File: src/hdl/pln_pkg.sv
// shared types, constants and the restoring division step for the paged list navigator
// no dependencies
package pln_pkg;

  localparam int unsigned INDEX_BITS = 16;
  localparam int unsigned DIV_STAGES = INDEX_BITS;
  localparam int unsigned PROD_BITS  = 2 * INDEX_BITS;
  localparam int unsigned SUM_BITS   = PROD_BITS + 1;

  typedef logic [INDEX_BITS-1:0] idx_t;
  typedef logic [PROD_BITS-1:0]  prod_t;
  typedef logic [SUM_BITS-1:0]   sum_t;

  typedef enum logic [1:0] {
    KIND_NEXT_ITEM = 2'd0,
    KIND_PREV_ITEM = 2'd1,
    KIND_NEXT_PAGE = 2'd2,
    KIND_PREV_PAGE = 2'd3
  } kind_t;

  typedef struct packed {
    kind_t kind;
    idx_t  current_index;
    idx_t  total_items;
    idx_t  items_per_page;
  } pln_in_t;

  typedef struct packed {
    idx_t new_index;
    logic has_next_page;
    logic has_previous_page;
  } pln_out_t;

  // partial remainder plus dividend bits that turn into quotient bits
  typedef struct packed {
    idx_t rem;
    idx_t dq;
  } div_lane_t;

  typedef struct packed {
    pln_in_t   req;
    div_lane_t by_total;
    div_lane_t by_page;
    div_lane_t last_page;
  } pln_div_t;

  typedef struct packed {
    kind_t kind;
    idx_t  cur;
    idx_t  total;
    idx_t  per;
    idx_t  row;
    idx_t  item_idx;
    prod_t prod;
    logic  has_next;
    logic  has_prev;
    logic  degenerate;
    logic  one_page;
  } pln_mid_t;

  // one restoring step: shift in the next dividend bit, subtract if it fits
  function automatic div_lane_t div_step(div_lane_t lane, idx_t divisor);
    logic [INDEX_BITS:0] trial;
    logic                qbit;
    div_lane_t           res;
    trial = {lane.rem, lane.dq[INDEX_BITS-1]};
    qbit  = 1'b0;
    if (trial >= {1'b0, divisor}) begin
      trial = trial - {1'b0, divisor};
      qbit  = 1'b1;
    end
    res.rem = trial[INDEX_BITS-1:0];
    res.dq  = {lane.dq[INDEX_BITS-2:0], qbit};
    return res;
  endfunction

endpackage

File: src/hdl/pln_div_stage.sv
// one quotient bit of the three parallel divisions, registered with a valid bit
// depends on pln_pkg
module pln_div_stage import pln_pkg::*; (
  input  logic     clk,
  input  logic     rst_n,
  input  logic     up_valid,
  input  pln_div_t up_data,
  output logic     up_ready,
  output logic     dn_valid,
  output pln_div_t dn_data,
  input  logic     dn_ready
);

  logic     valid_r;
  pln_div_t data_r, data_nxt;

  assign up_ready = !valid_r || dn_ready;
  assign dn_valid = valid_r;
  assign dn_data  = data_r;

  always_comb begin
    data_nxt           = up_data;
    data_nxt.by_total  = div_step(up_data.by_total, up_data.req.total_items);
    data_nxt.by_page   = div_step(up_data.by_page, up_data.req.items_per_page);
    data_nxt.last_page = div_step(up_data.last_page, up_data.req.items_per_page);
  end

  always_ff @(posedge clk) begin
    if (!rst_n) begin
      valid_r <= 1'b0;
    end else if (up_ready) begin
      valid_r <= up_valid;
    end
  end

  always_ff @(posedge clk) begin
    if (up_ready && up_valid) begin
      data_r <= data_nxt;
    end
  end

endmodule

File: src/hdl/pln_mul_stage.sv
// item step results, flags, target page and target page times page size
// depends on pln_pkg
module pln_mul_stage import pln_pkg::*; (
  input  logic     clk,
  input  logic     rst_n,
  input  logic     up_valid,
  input  pln_div_t up_data,
  output logic     up_ready,
  output logic     dn_valid,
  output pln_mid_t dn_data,
  input  logic     dn_ready
);

  logic                valid_r;
  pln_mid_t            data_r, data_nxt;
  idx_t                cur_page, last_page, rem_tot, total, per, tgt, nxt_item, prv_item;
  logic [INDEX_BITS:0] rem_inc;
  logic                flags_ok;

  assign up_ready = !valid_r || dn_ready;
  assign dn_valid = valid_r;
  assign dn_data  = data_r;

  always_comb begin
    total     = up_data.req.total_items;
    per       = up_data.req.items_per_page;
    cur_page  = up_data.by_page.dq;
    last_page = up_data.last_page.dq;
    rem_tot   = up_data.by_total.rem;
    rem_inc   = {1'b0, rem_tot} + {{INDEX_BITS{1'b0}}, 1'b1};
    nxt_item  = (rem_inc == {1'b0, total}) ? '0 : rem_inc[INDEX_BITS-1:0];
    prv_item  = (rem_tot == '0) ? (total - idx_t'(1)) : (rem_tot - idx_t'(1));
    if (up_data.req.kind == KIND_NEXT_PAGE) begin
      tgt = (cur_page < last_page) ? (cur_page + idx_t'(1)) : cur_page;
    end else begin
      tgt = (cur_page != '0) ? (cur_page - idx_t'(1)) : cur_page;
    end
    flags_ok = (total != '0) && (per != '0) && (total > per);

    data_nxt.kind  = up_data.req.kind;
    data_nxt.cur   = up_data.req.current_index;
    data_nxt.total = total;
    data_nxt.per   = per;
    data_nxt.row   = up_data.by_page.rem;
    unique case (up_data.req.kind)
      KIND_NEXT_ITEM: data_nxt.item_idx = (total == '0) ? '0 : nxt_item;
      KIND_PREV_ITEM: data_nxt.item_idx = (total == '0) ? '0 : prv_item;
      default:        data_nxt.item_idx = '0;
    endcase
    data_nxt.prod       = {{INDEX_BITS{1'b0}}, tgt} * {{INDEX_BITS{1'b0}}, per};
    data_nxt.has_next   = flags_ok && (cur_page < last_page);
    data_nxt.has_prev   = flags_ok && (cur_page != '0);
    data_nxt.degenerate = (total == '0) || (per == '0);
    data_nxt.one_page   = (total <= per);
  end

  always_ff @(posedge clk) begin
    if (!rst_n) begin
      valid_r <= 1'b0;
    end else if (up_ready) begin
      valid_r <= up_valid;
    end
  end

  always_ff @(posedge clk) begin
    if (up_ready && up_valid) begin
      data_r <= data_nxt;
    end
  end

endmodule

File: src/hdl/pln_out_stage.sv
// page step clamp, final selection and the output register
// depends on pln_pkg
module pln_out_stage import pln_pkg::*; (
  input  logic     clk,
  input  logic     rst_n,
  input  logic     up_valid,
  input  pln_mid_t up_data,
  output logic     up_ready,
  output logic     out_valid,
  output pln_out_t out_data,
  input  logic     out_stall
);

  logic     valid_r;
  pln_out_t data_r, data_nxt;
  sum_t     cand, lim_total, lim_page, lim, page_idx;

  assign up_ready  = !valid_r || !out_stall;
  assign out_valid = valid_r;
  assign out_data  = data_r;

  always_comb begin
    cand      = {1'b0, up_data.prod} + sum_t'(up_data.row);
    lim_total = sum_t'(up_data.total) - sum_t'(1);
    lim_page  = {1'b0, up_data.prod} + sum_t'(up_data.per) - sum_t'(1);
    lim       = (lim_total < lim_page) ? lim_total : lim_page;
    page_idx  = (cand < lim) ? cand : lim;

    data_nxt.has_next_page     = up_data.has_next;
    data_nxt.has_previous_page = up_data.has_prev;
    priority if (up_data.kind == KIND_NEXT_ITEM || up_data.kind == KIND_PREV_ITEM) begin
      data_nxt.new_index = up_data.item_idx;
    end else if (up_data.degenerate) begin
      data_nxt.new_index = '0;
    end else if (up_data.one_page) begin
      data_nxt.new_index = up_data.cur;
    end else begin
      data_nxt.new_index = page_idx[INDEX_BITS-1:0];
    end
  end

  always_ff @(posedge clk) begin
    if (!rst_n) begin
      valid_r <= 1'b0;
    end else if (up_ready) begin
      valid_r <= up_valid;
    end
  end

  always_ff @(posedge clk) begin
    if (up_ready && up_valid) begin
      data_r <= data_nxt;
    end
  end

endmodule

File: src/hdl/paged_list_index_navigator.sv
// top level of the paged list navigator: division pipeline, multiply stage, output stage
// depends on pln_pkg, pln_div_stage, pln_mul_stage, pln_out_stage
//
//   channel | direction | handshake          | payload
//   in      | input     | in_valid/in_stall   | pln_in_t  (kind, index, length, page size)
//   out     | output    | out_valid/out_stall | pln_out_t (new index, page flags)
//
// the pipeline has a division stage per quotient bit, then a multiply stage, then
// the clamp and output register
// one item is taken every cycle unless in_stall is raised; three restoring dividers run side by side
// reset clears every stage valid bit, payload registers are not reset
// each stage refills as soon as its successor has room, so a stalled output
// lets bubbles behind it close up; in_stall rises only when every stage is full
module paged_list_index_navigator import pln_pkg::*; (
  input  logic     clk,
  input  logic     rst_n,
  input  logic     in_valid,
  input  pln_in_t  in_data,
  output logic     in_stall,
  output logic     out_valid,
  output pln_out_t out_data,
  input  logic     out_stall
);

  // division chain: index 0 is the entry, DIV_STAGES is the last stage output
  logic     div_v   [DIV_STAGES+1];
  pln_div_t div_d   [DIV_STAGES+1];
  logic     div_rdy [DIV_STAGES+1];

  logic     mid_v;
  pln_mid_t mid_d;
  logic     mid_rdy;

  // seed the three divisions: index over length, index over page size,
  // and last item over page size for the last page number
  always_comb begin
    div_d[0].req           = in_data;
    div_d[0].by_total.rem  = '0;
    div_d[0].by_total.dq   = in_data.current_index;
    div_d[0].by_page.rem   = '0;
    div_d[0].by_page.dq    = in_data.current_index;
    div_d[0].last_page.rem = '0;
    div_d[0].last_page.dq  = in_data.total_items - idx_t'(1);
  end

  assign div_v[0] = in_valid;
  assign in_stall = !div_rdy[0];

  for (genvar g = 0; g < DIV_STAGES; g++) begin : g_div
    pln_div_stage u_div (
      .clk      (clk),
      .rst_n    (rst_n),
      .up_valid (div_v[g]),
      .up_data  (div_d[g]),
      .up_ready (div_rdy[g]),
      .dn_valid (div_v[g+1]),
      .dn_data  (div_d[g+1]),
      .dn_ready (div_rdy[g+1])
    );
  end

  // target page and its first index
  pln_mul_stage u_mul (
    .clk      (clk),
    .rst_n    (rst_n),
    .up_valid (div_v[DIV_STAGES]),
    .up_data  (div_d[DIV_STAGES]),
    .up_ready (div_rdy[DIV_STAGES]),
    .dn_valid (mid_v),
    .dn_data  (mid_d),
    .dn_ready (mid_rdy)
  );

  // clamp within the page and the list, pick the result per kind
  pln_out_stage u_out (
    .clk       (clk),
    .rst_n     (rst_n),
    .up_valid  (mid_v),
    .up_data   (mid_d),
    .up_ready  (mid_rdy),
    .out_valid (out_valid),
    .out_data  (out_data),
    .out_stall (out_stall)
  );

endmodule

File: config.mk
export PLATFORM = sky130hd
export DESIGN_NAME = paged_list_index_navigator
export DESIGN_NICKNAME = d
export VERILOG_FILES = /design/src/hdl/pln_pkg.sv /design/src/hdl/pln_div_stage.sv /design/src/hdl/pln_mul_stage.sv /design/src/hdl/pln_out_stage.sv /design/src/hdl/paged_list_index_navigator.sv
export SDC_FILE = /design/constraint.sdc
export NUM_CORES = 2
export LEC_CHECK = 0
export BUFFER_PORTS_ARGS = -buffer_cell sky130_fd_sc_hd__buf_4
export CAP_MARGIN = 20
export CORE_ASPECT_RATIO = 2
export CORE_MARGIN = 1.5
export CORE_UTILIZATION = 51
export CTS_CLUSTER_DIAMETER = 30
export CTS_CLUSTER_SIZE = 20
export DETAILED_ROUTE_END_ITERATION = 8
export PLACE_DENSITY = 0.66
export SLEW_MARGIN = 20
export SYNTH_ARGS = -nofsm -noshare
export SYNTH_HDL_FRONTEND = slang
export SYNTH_SLANG_ARGS = --single-unit
File: constraint.sdc
create_clock -name clk -period 12.4 [get_ports clk]
set_clock_uncertainty 0.05 [all_clocks]
set_input_delay 0.62 -clock clk [delete_from_list [all_inputs] [get_ports clk]]
set_output_delay 0.62 -clock clk [all_outputs]
set_load 0.1 [all_outputs]
==> run metrics <==
status=finished clean; f_max=0.0942 GHz; Post-synth top cells=edfxtp_1 (2,079), inv_1 (1,180), ha_1 (1,010), nand2_1 (564), mux2_2 (539); # IOs=74; CP Launch Type=flip-flop; area leader, netlist=edfxtp_1; combinational share of power=3.9%; setup TNS=0 ps; pre-CTS setup slack=2100 ps; Area Overhead vs Synth=13.0%; wire length of the first global-routing pass=535 mm; Avg WL per Cell=25.5 um; CP Buf/Inv Count=3; Final #Nets=12,200; die area=247,000 sq um; hold path endpoint=u_out.out_valid$_SDFFE_PN0P_; Req. time, crit path=12,960 ps; DIE HEIGHT=701 um; # setup viols final=0; Vias=84,400; all-layer global routing usage=29.3%; port buffer count=73; core area=243,000 sq um; Max clock buf depth=4; Max stage delay cell, worst path=xnor2_1; Crit path top cell by count=ha_1; CTS Buf Count=319; Pre-antenna DRT Iters=6; Rows=256; Pint=13.6 mW; post-cts resize count=0; final hold viol count=0; WS Path Type=reg -> reg; Iteration-0 DRC Markers=3,760; hold_sp=out_stall; final WL=366 mm; Mapped Area=124,000 sq um; most common cell in the synthesized netlist=edfxtp_1; Synth Flop Type=edfxtp_1; static leakage=55.4 nW; Mapped Nets=11,900; Initial Util=51.2%; CTS tree=done; switching pwr=3.98 mW; worst stage delay on the critical path=1000 ps; Power Dens Cells=125 nW/um^2; origin of the critical flop-to-flop path=u_mul.dn_data[5]$_DFFE_PP_; Switching Fraction=22.7%; initial antenna violation count=4; Clk network pwr share=51.3%; DRC viols=0; vias in the first global route=91,700; Post-synth EDFFs=2,079; Routed Antenna Nets=0; Cell variety after synth=93; largest net degree at the start of global routing=78; Worst Setup SP=u_mul.dn_data[5]$_DFFE_PP_; drt via density=5.87; Max Slew Vio Count=0; internal reg-to-reg setup slack=1790 ps; grt total ovfl=0; Min Clock Period, post-route=10,610 ps; R2R cell count=32; Reg-to-Reg End=u_out.out_data[9]$_DFFE_PP_; min-delay worst type=in -> reg; clock transition at the registers of the reported paths=60 ps; CTS HTree Levels=5; Max VDD drop=0.000143 V; Max-cap violations=0; gpl congestion=1.05; cells after synthesis=10,600; total power=17.6 mW; register bit total from synthesis=2,097; sequential element share of the synthesized area=50.5%; Area contributors post-synth=edfxtp_1 (50%), ha_1 (10%), mux2_2 (4.9%), fa_1 (3.9%), inv_1 (3.6%); TritonCTS Sinks=2,097; Slew headroom=11.9%; Die Width=352 um; share of layout cells above drive strength 1=12.2%; synthesis warning total=0; worst skew pair latency=880 ps; RSZ-0062 raised after global routing=no; CP top delay family=simple AND/OR/NAND/NOR gates; critical path arrival=11,170 ps; Synth Area per Inst=11.8 sq um; Seq pwr share=44.7%; Tcrit/Tclk final=85.6%; Synth top area share=50.2%; Setup WS post-layout=1790 ps; Worst-Margin Slew=1310 ps; root buffer cell=clkbuf_16; Hold Path Depth=3; asr flop ratio synth=0%; Worst setup EP type=flip-flop; placed wire-length estimate=296 mm; CP Max Fanout=18
==> per-layer routing <==
| metal | GRT usage (%) | share of wire, % | vias up |
|---|---|---|---|
| met3 | 3.99 | 2.9 | 1447 |
| met2 | 61.8 | 59 | 2161 |
| met5 | 0 | 0 | - |
| li1 | - | - | 39600 |
| met4 | 33.5 | 13 | 0 |
| met1 | 18.5 | 25 | 41100 |
==> what timing repair did <==
item                                   in CTS  in global routing
hold buffers                               50                  0
setup buffers                               0                  0
endpoints found under the hold margin      59                  0
setup endpoints to repair                   0                  0
==> power by group through the flow <==
stage / Combinational (mW) / Clock, mW / Sequential [mW]
6_report: 0.693 / 9.02 / 7.85
5_1_grt: 0.748 / 9.43 / 7.85
2_1_floorplan: 0.466 / 0 / 7.99
3_5_place_dp: 0.672 / 0 / 8.00
4_1_cts: 0.690 / 9.17 / 7.85
3_3_place_gp: 0.656 / 0 / 8.00
==> per-stage QoR <==
stage | utilization, % | instances | cell area [sq um] | hold slack [ps]
detailed placement | 53.2 | 13700 | 129000 | 355
global route | 57.9 | 14400 | 140000 | 47.2
global placement | 53.1 | 13700 | 129000 | 351
floorplan | - | 10600 | 124000 | 350
CTS | 57.8 | 14400 | 140000 | 5.04
finish | 57.9 | 14400 | 140000 | 69.5
==> tightest hold or removal path: stages <==
cell and delay, ps:
buf_4 130, a21oi_1 70, nor2b_1 90
==> flip-flops by register name, summed over array words and instances, names as in the netlist <==
register,flops
u_mul.dn_data,117
u_out.out_valid,1
g_div.u_div.dn_data,1944
u_out.out_data,18
u_mul.dn_valid,1
g_div.u_div.dn_valid,16
==> layout by cell type (no fill, tap or decap), types with 88 or more instances in the layout <==
cell type / n
edfxtp_1: 2079
inv_1: 1180
ha_1: 1010
nand2_1: 564
mux2_2: 539
a21oi_1: 500
nor2_1: 466
xnor2_1: 330
clkbuf_16: 329
o21ai_0: 295
nor3_1: 259
fa_1: 240
nand3_1: 222
nand4_1: 217
nor2b_1: 205
xor2_1: 198
or3_1: 188
buf_4: 188
nand2b_1: 166
a21o_1: 158
mux2i_1: 150
o21ai_1: 104
a21boi_0: 103
a211oi_1: 97
o21a_1: 88
==> cell type report <==
| class | count | area [sq um] |
|---|---|---|
| Inverter | 1181 | 4430 |
| Antenna cell | 4 | 10.0 |
| Fill cell | 20000 | 102000 |
| Multi-Input combinational cell | 7050 | 56400 |
| Clock inverter | 232 | 2520 |
| Tap cell | 3225 | 4040 |
| Sequential cell | 2097 | 62800 |
| Clock buffer | 349 | 8310 |
| Timing Repair Buffer | 241 | 1950 |
==> worst max path at each step <==
stage,to,slack [ps],depth (start not counted)
after floorplan,g_div[14].u_div.dn_data[0]$_DFFE_PP_,1010,3
after global placement,u_out.out_data[9]$_DFFE_PP_,2100,34
after detailed placement,u_out.out_data[9]$_DFFE_PP_,2100,31
after CTS,u_mul.dn_data[35]$_DFFE_PP_,2030,28
after global routing,u_out.out_data[13]$_DFFE_PP_,1280,33
final,u_out.out_data[9]$_DFFE_PP_,1790,32
==> logic make-up (layout without fill, tap and decap cells) <==
| group | Yosys count | in the layout | share of synthesized area, % |
|---|---|---|---|
| DFF | 2097 | 2097 | 50.5 |
| buffers and inverters | 1423 | 2003 | 4.33 |
| AOI/OAI and AO/OA | 1896 | 1896 | 9.94 |
| and+or+nand+nor | 2659 | 2659 | 11.1 |
| xor gates and xnor gates | 542 | 542 | 3.86 |
| adders and majority gates | 1250 | 1250 | 14.0 |
| other | 0 | 4 | 0 |
| muxes | 703 | 703 | 6.22 |
Power figures use the tool's default switching activity.
